--- config.mk ---
export PLATFORM = sky130hd
export DESIGN_NAME = rnsbfv_queue
export DESIGN_NICKNAME = d
export VERILOG_FILES = /design/src/sv/rnsbfv_queue.sv
export SDC_FILE = /design/constraint.sdc
export NUM_CORES = 1
export LEC_CHECK = 0
export ABC_AREA = 1
export BUFFER_PORTS_ARGS = -buffer_cell sky130_fd_sc_hd__buf_2
export CAP_MARGIN = 20
export CORE_MARGIN = 10
export CORE_UTILIZATION = 44
export DETAILED_ROUTE_END_ITERATION = 16
export GPL_TIMING_DRIVEN = 0
export PLACE_DENSITY_LB_ADDON = 0.3
export SYNTH_ARGS = -nofsm -noshare
export SYNTH_HDL_FRONTEND = slang
export SYNTH_SLANG_ARGS = --single-unit
export TNS_END_PERCENT = 5
--- constraint.sdc ---
create_clock -name i_clk -period 1.1 [get_ports i_clk]
set_input_delay 0.055 -clock i_clk [delete_from_list [all_inputs] [get_ports i_clk]]
set_output_delay 0.055 -clock i_clk [all_outputs]
set_load 0.02 [all_outputs]
--- src/sv/rnsbfv_queue.sv ---
module rnsbfv_queue #(
    parameter int DW = 8
) (
    input  logic          i_clk,
    input  logic          i_rst_n,
    input  logic          i_push,
    input  logic [DW-1:0] i_data,
    input  logic          i_pop,
    output logic [DW-1:0] o_data,
    output logic          o_full,
    output logic          o_empty
);
    logic [DW-1:0] r_mem [2];
    logic          r_wp;
    logic          r_rp;
    logic [1:0]    r_cnt;

    assign o_full  = (r_cnt == 2'd2);
    assign o_empty = (r_cnt == 2'd0);
    assign o_data  = r_mem[r_rp];

    always_ff @(posedge i_clk) begin
        if (!i_rst_n) begin
            r_wp  <= 1'b0;
            r_rp  <= 1'b0;
            r_cnt <= 2'd0;
        end else begin
            if (i_push) begin
                r_wp <= ~r_wp;
            end
            if (i_pop) begin
                r_rp <= ~r_rp;
            end
            if (i_push && !i_pop) begin
                r_cnt <= r_cnt + 2'd1;
            end else if (i_pop && !i_push) begin
                r_cnt <= r_cnt - 2'd1;
            end
        end
    end

    always_ff @(posedge i_clk) begin
        if (i_push) begin
            r_mem[r_wp] <= i_data;
        end
    end

endmodule

# Word level (Yosys, flattened, before mapping)
# Memories as Yosys holds them, arrays and structs flattened. A register that Yosys moved wholly into a read port is not among the register bits.
# Index checks and enable logic that the tools add are counted.
[word_totals] reg_bits=4 latchBits=0 mem_bits_rw=16 mem_bits_ro=0 in_bits=12 out_inout_bits=10 elab_cells=21 n_memories=1
[op_classes] add_sub_neg=2 multipliers=0 div_mod_pow=0 magnitude_cmp=0 eq_ne=1 n_shift=0 mux=6 n_bitwise=2 reduce_logical=6
[mem_list] name="r_mem" depth=2 word_bits=8 rd=1 rd_clocked_by_memory_dff=1 wr=1 line_no="13" source="logic [DW-1:0] r_mem [2];"
[op_table] cell="two-way mux 1 bit" n=4
[op_table] cell="two-way mux 2 bit" n=2
[op_table] cell="adder 2 x 1 -> 2 bit (second input constant)" n=1
[op_table] cell="== test 2 bit (second input constant)" n=1
[op_table] cell="logical AND 1 bit" n=2
[op_table] cell="logical NOT 1 bit" n=2
[op_table] cell="logical NOT 2 bit" n=1
[op_table] cell="inverter 1 bit" n=2
[op_table] cell="nonzero test 2 bit" n=1
[op_table] cell="subtractor 2 x 1 -> 2 bit (second input constant)" n=1

# Longest topological paths before layout
[logic_depth] word_depth=4 ltp_mapped=8

# Worst setup path after synthesis
# No wires, ideal clock.
[synth_timing] path_type="reg2reg" start="reg r_wp" end="mem r_mem[0][0] (enable)" setup_time_ns=0.370 arrival_time_ns=0.687 slack_ns=0.042 stages_incl_launch_ff=2 path_buffers=0 synth_period_minus_slack_ns=1.058 path_cell_list="dfxtp_1 -> nor2_1"
[synth_rtl] item="start: declaration" line_no="14" source="logic r_wp;"
[synth_rtl] item="start signal: assignment" line_no="29" source="r_wp <= ~r_wp;"
[synth_rtl] item="end: declaration" line_no="13"
# No word-level cell before the write port.

==> impl_metrics.toml <==
[placed_design]
place_area_um2 = 940.9
gp_congestion = 0.6091
portBuffers = 21
pre_cts_slack_ns = -0.1531
post-dp-hpwl_um = 1067

[power]
power.density_mw_per_mm2 = 1413
power_leakage_nw = 0.4948
ir_drop_uv = 940.9
power_mw = 1.641

[clocking]
path_clk_slew_ns = 0.12
cts_buffer_depth = 2
cts-root-buf = "clkbuf_4"
cts_sinks = 21
numCtsBuffers = 3
htreeDepth = 1
clk_latency_ns = 0.30
cts_tree = "done"

[sta]
slew_viol_final = 0
max_freq_ghz = 0.7779
worst_pin_slew_ns = 0.2560
finalHoldViolations = 0
setup_slack_ns = -0.1855
rsz0062_at_grt = "true"
slew_headroom_pct = 82.89
fin_worst_skew_ns = 0.006841
finalSetupViolCount = 8
period_share_pct = 116.9
period_needed_ns = 1.285

[worst_setup_path]
critPathLaunchType = "flip-flop"
path_max_fanout = 8
crit_type = "flip-flop to output pin"
cp.arrival_ns = 1.23
endpoint_kind = "output pin"
worstPathRequired_ns = 1.04

[yosys]
synth-edff-count = 16
synth_top_area_cell = "edfxtp_1"
syn_area_um2 = 804.5
ys_ff_latch = 21
async_flop_share_pct = 0
syn_avg_cell_area_um2 = 13.87
ys_types = 16
synth_area_leaders = "edfxtp_1, dfxtp_1, mux2_2, inv_1, nor2_1"
yosys.area.top_type_share_pct = 59.72
synth_common_cells = "edfxtp_1, inv_1, mux2_2, nor2_1, dfxtp_1"
yosysWarningCount = 0
syn_nets = 71
synthCells = 58
synth_flop_cell = "edfxtp_1"
yosysMostFrequentCell = "edfxtp_1"
ys_seq_area_share_pct = 72.16

[min_path]
hold_class = "primary input to flip-flop"

[route]
vias = 519
drt_iter0_drc = 21
routedWlPerCell_um = 13.74
wirelength_um = 1607
post-route-drc-count = 0
via_per_inst = 4.436
drtPass1Iterations = 4
drtAntennaViolNets = 0

[run_status]
status = "complete, but fails checks"
violations = "negative setup slack"

[final_layout]
fillCellCount = 147
drive_above_1_share_pct = 42.39
final_area_mm2 = 0.001161
syn_to_final_growth_pct = 44.32
fin_util_pct = 67.25
layout.nets = 106
num_antenna_cells = 0

[global_routing]
grt_pass1_vias = 565
grt_pass1_wl_um = 2670
grtUsageTotal_pct = 8.511
grt_max_degree = 13
grt_overflow = 0
antenna_found_initial = 0

[die]
design.core.area_mm2 = 0.001727
boundaryPins = 22
initial_core_util_pct = 46.59
die_x_um = 62.76
die_h_um = 62.76
rows = 15
die_area_mm2 = 0.003939

[job]
maxCapViolCount = 0
==> where the power goes <==
group	internal (mW)	switching (mW)
Sequential	0.908	0.0262
Combinational	0.182	0.165
Clock	0.135	0.224
Total	1.22	0.416
==> layer usage <==
layer	GRT usage (%)	routed length [µm]	part of all wire [%]
met3	2.688	86	5.4
met4	4.190	0	0
met5	0	0	0
met1	8.664	655	41
met2	15.26	865	54
==> registers in the layout, indices dropped and copies added, names as in the netlist, named ones only <==
register / count
r_rp: 1
r_cnt: 2
r_wp: 1
r_mem: 16
==> cells by family after synthesis <==
kind of cell | after synthesis | synth area share, %
flip-flops | 21 | 72.16
AND/OR/NAND/NOR | 15 | 7.931
buffers and inverters | 10 | 4.820
multiplexers | 8 | 11.20
AO/OA/AOI/OAI | 2 | 1.243
XOR/XNOR | 1 | 1.089
adder cells (fa/ha/maj) | 1 | 1.555
==> path summary, 6_finish.rpt <==
check	start	cells past startpoint	end	slack (ns)
max	flip-flop	3	o_data[1]	-0.19
min	i_push	3	r_wp$_SDFFE_PN0P_	0.05
max reg2reg	r_wp$_SDFFE_PN0P_	2	r_mem[1][3]$_DFFE_PP_	0.06
min reg2reg	r_cnt[0]$_SDFFE_PN0P_	1	r_cnt[0]$_SDFFE_PN0P_	0.54
==> cell usage in the layout, fill, tap and decap left out <==
cell            n
nand4_1         1
clkbuf_4        3
clkinvlp_4      1
buf_2          13
xnor2_1         1
nor2_4          1
inv_2           1
buf_6           8
clkinv_2        1
ha_1            1
a21oi_1         1
nor3_1          1
nand2_1         4
mux2_4          8
edfxtp_1       16
dfxtp_1         4
dfxtp_2         1
nor2_1          6
nand2_2         1
dlygate4sd3_1   9
inv_1           7
buf_8           1
o21ai_0         1
nand3_1         1
==> final cells by class <==
class / count / area [µm²] / area share [%]
Clock inverter: 1 / 5.005 / 0.4310
Timing Repair Buffer: 30 / 245.2 / 21.12
Inverter: 9 / 37.54 / 3.233
Sequential cell: 21 / 581.8 / 50.11
Tap cell: 25 / 31.28 / 2.694
Buffer: 1 / 15.01 / 1.293
Multi-Input combinational cell: 27 / 222.7 / 19.18
Clock buffer: 3 / 22.52 / 1.940
==> stage by stage <==
stage	TNS (ns)	instances	hold WS, ns
floorplan	0	58	0.1539
global placement	-1.097	104	0.2424
detailed placement	-1.222	104	0.2461
CTS	-1.509	117	0.03868
global route	-1.820	117	0.06002
finish	-1.424	117	0.04817
==> worst max-delay path, cell delays in order (launching register included) <==
cell,delay (ns)
dfxtp_2,0.35
buf_8,0.14
mux2_4,0.32
buf_6,0.13
==> timing repair <==
action                                 4_1_cts  5_1_grt
gates resized for setup                     29        2
endpoints found under the hold margin       17        0
cloned                                       0        0
hold buffers                                 9        0
buffers inserted                             0        0
setup endpoints to repair                   16       24
No activity file was read; power rests on OpenSTA's default activity.
