$ cat src/sv/rnsbfv_pkg.sv
package rnsbfv_pkg;

    localparam int MAX_MODULI_DEF = 16;
    localparam int WORD_BITS_DEF  = 61;
    localparam int CFG_IDX_W      = 3;
    localparam int COUNT_W        = 5;
    localparam int SLOT_FIELD_W   = 4;

    localparam logic [CFG_IDX_W-1:0] CFG_PLAIN_MOD  = 3'd0;
    localparam logic [CFG_IDX_W-1:0] CFG_GAMMA_MOD  = 3'd1;
    localparam logic [CFG_IDX_W-1:0] CFG_QINV_T     = 3'd2;
    localparam logic [CFG_IDX_W-1:0] CFG_QINV_GAMMA = 3'd3;
    localparam logic [CFG_IDX_W-1:0] CFG_GINV_T     = 3'd4;
    localparam logic [CFG_IDX_W-1:0] CFG_MODULI     = 3'd5;

    typedef enum logic [1:0] {
        ALU_ADD,
        ALU_SUB,
        ALU_MUL
    } t_alu_op;

    typedef struct packed {
        logic    start;
        t_alu_op op;
    } t_alu_req;

endpackage

$ cat src/sv/rnsbfv_front.sv
module rnsbfv_front #(
    parameter int MAX_MODULI = 16,
    parameter int WORD_BITS  = 61,
    parameter int ITEM_W     = 4 * 61 + 6
) (
    input  logic                                  i_clk,
    input  logic                                  i_rst_n,
    input  logic                                  i_in_valid,
    output logic                                  o_in_stall,
    input  logic                                  i_req_type,
    input  logic [rnsbfv_pkg::SLOT_FIELD_W-1:0]   i_table_slot,
    input  logic [WORD_BITS-1:0]                  i_table_modulus,
    input  logic [WORD_BITS-1:0]                  i_table_inv_factor,
    input  logic [WORD_BITS-1:0]                  i_table_qi_t,
    input  logic [WORD_BITS-1:0]                  i_table_gamma_factor,
    input  logic [WORD_BITS-1:0]                  i_ct0_residue,
    input  logic [WORD_BITS-1:0]                  i_ct1_residue,
    input  logic                                  i_q_full,
    output logic                                  o_push,
    output logic [ITEM_W-1:0]                     o_item
);
    import rnsbfv_pkg::*;

    logic              r_valid;
    logic [ITEM_W-1:0] r_item;
    logic [ITEM_W-1:0] n_item;
    logic              slot_ok;
    logic              accept;

    // slot_ok drops load slots beyond the table depth
    assign slot_ok = (32'(i_table_slot) < MAX_MODULI);
    assign n_item = {i_req_type, slot_ok, i_table_slot,
                     i_table_gamma_factor, i_table_qi_t,
                     i_req_type ? i_ct1_residue : i_table_inv_factor,
                     i_req_type ? i_ct0_residue : i_table_modulus};

    assign o_in_stall = r_valid && i_q_full;
    assign accept     = i_in_valid && !o_in_stall;
    assign o_push     = r_valid && !i_q_full;
    assign o_item     = r_item;

    always_ff @(posedge i_clk) begin
        if (!i_rst_n) begin
            r_valid <= 1'b0;
        end else if (accept) begin
            r_valid <= 1'b1;
        end else if (o_push) begin
            r_valid <= 1'b0;
        end
    end

    always_ff @(posedge i_clk) begin
        if (accept) begin
            r_item <= n_item;
        end
    end

endmodule

$ cat config.mk
export PLATFORM = sky130hd
export DESIGN_NAME = rnsbfv_front
export DESIGN_NICKNAME = d
export VERILOG_FILES = /design/src/sv/rnsbfv_pkg.sv /design/src/sv/rnsbfv_front.sv
export SDC_FILE = /design/constraint.sdc
export NUM_CORES = 1
export LEC_CHECK = 0
export BUFFER_PORTS_ARGS = -buffer_cell sky130_fd_sc_hd__buf_2
export CORE_AREA = 2 2 246 248
export DETAILED_ROUTE_END_ITERATION = 6
export DIE_AREA = 0 0 248 250
export GPL_TIMING_DRIVEN = 0
export HOLD_SLACK_MARGIN = 0.03
export PLACE_DENSITY_LB_ADDON = 0.08
export SLEW_MARGIN = 20
export SYNTH_ARGS = -nofsm -noshare
export SYNTH_HDL_FRONTEND = slang
export SYNTH_SLANG_ARGS = --single-unit
$ cat constraint.sdc
create_clock -name i_clk -period 24.8 [get_ports i_clk]
set_input_delay 4.96 -clock i_clk [delete_from_list [all_inputs] [get_ports i_clk]]
set_output_delay 4.96 -clock i_clk [all_outputs]
set_load 0.005 [all_outputs]
* Word level (Yosys, flattened, before mapping)
Cells that the tools add are included.
** Operators by class
- Add/sub/neg operators :: 0
- Mux-type cells :: 4
- Bitwise gates (word level) :: 0
- Divide/modulo/power cells :: 0
- Reduce and logical (&&, ||, !) cells :: 6
- Equal/unequal tests :: 0
- Order comparisons :: 0
- Shift operators :: 0
- Multiply operators :: 0
** Operators by type and width (count)
- two-way mux 61 bit :: 2
- logical AND 1 bit :: 3
- logical NOT 1 bit :: 2
- two-way mux 1 bit :: 2
- nonzero test 2 bit :: 1
** Storage, ports and cells
- Bits of input ports :: 375
- Register bits after elaboration :: 250
- Memory bits (read-only) :: 0
- Output and inout bits :: 252
- Logic and storage cells :: 12
- Memories :: 0
- Memory bits (writable) :: 0
- Latch bits :: 0

* Logic depth before layout (Yosys ltp)
- Depth after elaboration :: 4
- Gate-level depth with buffers :: 4
- Depth with buffers taken out :: 2

* Least setup slack after synthesis
OpenSTA, ideal clock, no wires.
- Kind :: input to register
- Start :: in i_q_full
- End :: reg r_item[0], in the netlist o_item[0] (enable)
- Slack :: 7.778 ns
- Setup time :: 0.893 ns
- Data arrival time :: 16.129 ns
- Stages on the path :: 2
- Path through :: and2_1 -> nor2b_1
** On the way
- Cells in the longest elaborated chain, start to end :: 3
** Ends and longest elaborated chain
- start: declaration :: RTL line rnsbfv_front.sv:18 : input logic i_q_full,
- logical AND 1 bit :: RTL line rnsbfv_front.sv:37 : assign o_in_stall = r_valid && i_q_full;
- logical NOT 1 bit :: RTL line rnsbfv_front.sv:38 : assign accept = i_in_valid && !o_in_stall;
- logical AND 1 bit :: RTL line rnsbfv_front.sv:38
- net accept :: RTL line rnsbfv_front.sv:28 : logic accept;
- end signal: assignment :: RTL line rnsbfv_front.sv:54 : r_item <= n_item;
- end: declaration :: RTL line rnsbfv_front.sv:25 : logic [ITEM_W-1:0] r_item;
The timed path passes the listed nets, and every way through them passes these cells.
A chain may end at the register's enable or synchronous reset.

* Final worst setup path
- Start :: in i_q_full
- End :: out o_in_stall
** On the way
- Cells in the longest elaborated chain, start to end :: 1
** Ends and longest elaborated chain
- logical AND 1 bit :: RTL line rnsbfv_front.sv:37
- end: declaration :: RTL line rnsbfv_front.sv:9 : output logic o_in_stall,
Every way passes these cells.

==> flow_summary.toml <==
[clocking]
cts_tree = "built"
clock_latency_ns = 0.54
clockBufferDepth = 3
cts-resized-gates = 0
cts.clk_slew.worst_paths_ns = 0.05
cts_setup_buffers = 0
cts_inserted_buffers = 35
cts_sinks = 250
hold_buffers = 0
htree_levels = 2
cts-root-buf = "clkbuf_16"

[logic_synthesis]
syn_area_um2 = 9350
synth_cell_types = 12
synth_seq_area_share_pct = 80.2
syn_area_per_cell_um2 = 23.8
syn-num-nets = 767
synth_seq_cells = 250
synth_cells = 392
synth.yosys.warnings = 0

[route]
ant_nets = 0
dr.pass1.iters = 4
via_per_inst = 3.38
vias = 6337
post_drt_wl_per_cell_um = 19.1
drc_errors = 0
initialDrtViolationCount = 228
wirelength_mm = 35.8

[worst_setup_path]
arrival_ns = 5.42
cp_max_fo = 3
start_kind = "input port"
reg2reg_slack_ns = 22.37
cp-end-kind = "primary output"
crit_type = "in2out"
cp_data_required_time_ns = 19.84

[grt]
grt_pass1_wl_mm = 48.6
first_global_vias = 6797
grt_overflow = 0
grt_max_degree = 24
grt_usage_pct = 11.1
antenna_found_initial = 6

[power_and_ir_drop]
p_total_mw = 1.13
p_leak_nw = 6.50
irDropWorstVdd_mv = 0.0454
p_per_area_nw_per_um2 = 75.5

[die]
start_util_pct = 15.7
core_um2 = 59600
rows = 90
dieArea_um2 = 62000
die_h_um = 250
io_pins = 627
fp.dieW_um = 248

[flow_run]
maxCapViolCount = 0

[timing]
fin_skew_ns = 0.0186
hold_slack_ns = 0.677
finalCritPeriodShare_pct = 41.9
hold_viol = 0
fmax_mhz = 96.3
finalSetupViolations = 0
fin_ws_ns = 14.42
maxSlewViolCount = 0
period_needed_ns = 10.38
rsz0062_at_grt = "no"
fin_setup_tns_ns = 0

[placement]
io_buffers = 625
place_ws_ns = 14.41
place_area_um2 = 13800
place_inst = 1812
post-dp-hpwl_mm = 28.8
gp_congestion = 0.725

[finish]
final_nets = 1442
post-route-cell-area_um2 = 14900
post-route-util_pct = 25.0
final_layout_size_suffix_gt1_share_pct = 75.5
fill_cells = 6302
instances_no_fill = 1875
areaGrowthSynthToFinish_pct = 59.6

[run_status]
status = "finished, final reports clean"

[hold_path]
min_path_type = "reg2reg"
-- state kept, by name, summed over array words and instances (netlist names) --
| signal | cells |
|---|---|
| o_item | 249 |
| r_valid | 1 |
-- synth_stat cells --
master | count | area, um^2
and2_1 | 1 | 6.26
mux2_4 | 80 | 1200
buf_8 | 1 | 15.0
buf_6 | 9 | 101
buf_2 | 4 | 20.0
o21a_1 | 1 | 7.51
nor2b_1 | 2 | 12.5
dfxtp_1 | 1 | 20.0
edfxtp_1 | 249 | 7480
buf_4 | 1 | 7.51
mux2_2 | 42 | 473
conb_1 | 1 | 3.75
-- worst max-delay path, cell delays in order --
cell    delay, ns
buf_2        0.09
and2_1       0.21
buf_2        0.17
-- where the power goes --
group	internal [mW]	switching [mW]
sequential	0.499	0.00565
clock	0.309	0.197
combinational	0.0653	0.0504
-- final timing paths --
kind | start | depth (start not counted) | to
setup / recovery | i_q_full | 3 | o_in_stall
hold / removal | r_valid$_SDFFE_PN0P_ | 2 | r_valid$_SDFFE_PN0P_
setup reg to reg | r_valid$_SDFFE_PN0P_ | 8 | o_item[41]$_DFFE_PP_
hold reg to reg | r_valid$_SDFFE_PN0P_ | 2 | r_valid$_SDFFE_PN0P_
-- logic make-up after synthesis --
kind of cell,count (synthesis),synth area share (%)
DFF,250,80.2
other,1,0.0401
muxes,122,17.9
and+or+nand+nor,3,0.201
buffers and inverters,15,1.54
AOI/OAI and AO/OA,1,0.0804
-- cell type report --
class	count	area, um^2	area share, %
antenna	1	2.50	0.0168
clock buffer	47	942	6.32
sequential	250	7500	50.3
timing repair buffer	638	3450	23.1
buffer	15	144	0.965
tap	782	978	6.56
clock inverter	15	190	1.28
multi-input combinational	127	1710	11.5
-- cells in the final DEF (no fill, tap or decap), types with 2 or more instances in the layout --
| cell | instances |
|---|---|
| buf_2 | 629 |
| edfxtp_1 | 249 |
| mux2_4 | 80 |
| mux2_2 | 42 |
| clkbuf_16 | 36 |
| clkbuf_1 | 11 |
| buf_6 | 9 |
| buf_16 | 8 |
| clkinv_2 | 6 |
| buf_12 | 5 |
| bufinv_16 | 4 |
| clkinv_1 | 2 |
-- metal layers --
layer / vias up / track usage [%] / part of all wire [%]
li1: 2929 / - / -
met1: 3041 / 11.0 / 34
met2: 308 / 20.5 / 53
met3: 53 / 4.67 / 11
met4: 6 / 3.51 / 2.3
met5: - / 0 / 0.11
(Power assumes the default switching activity.)
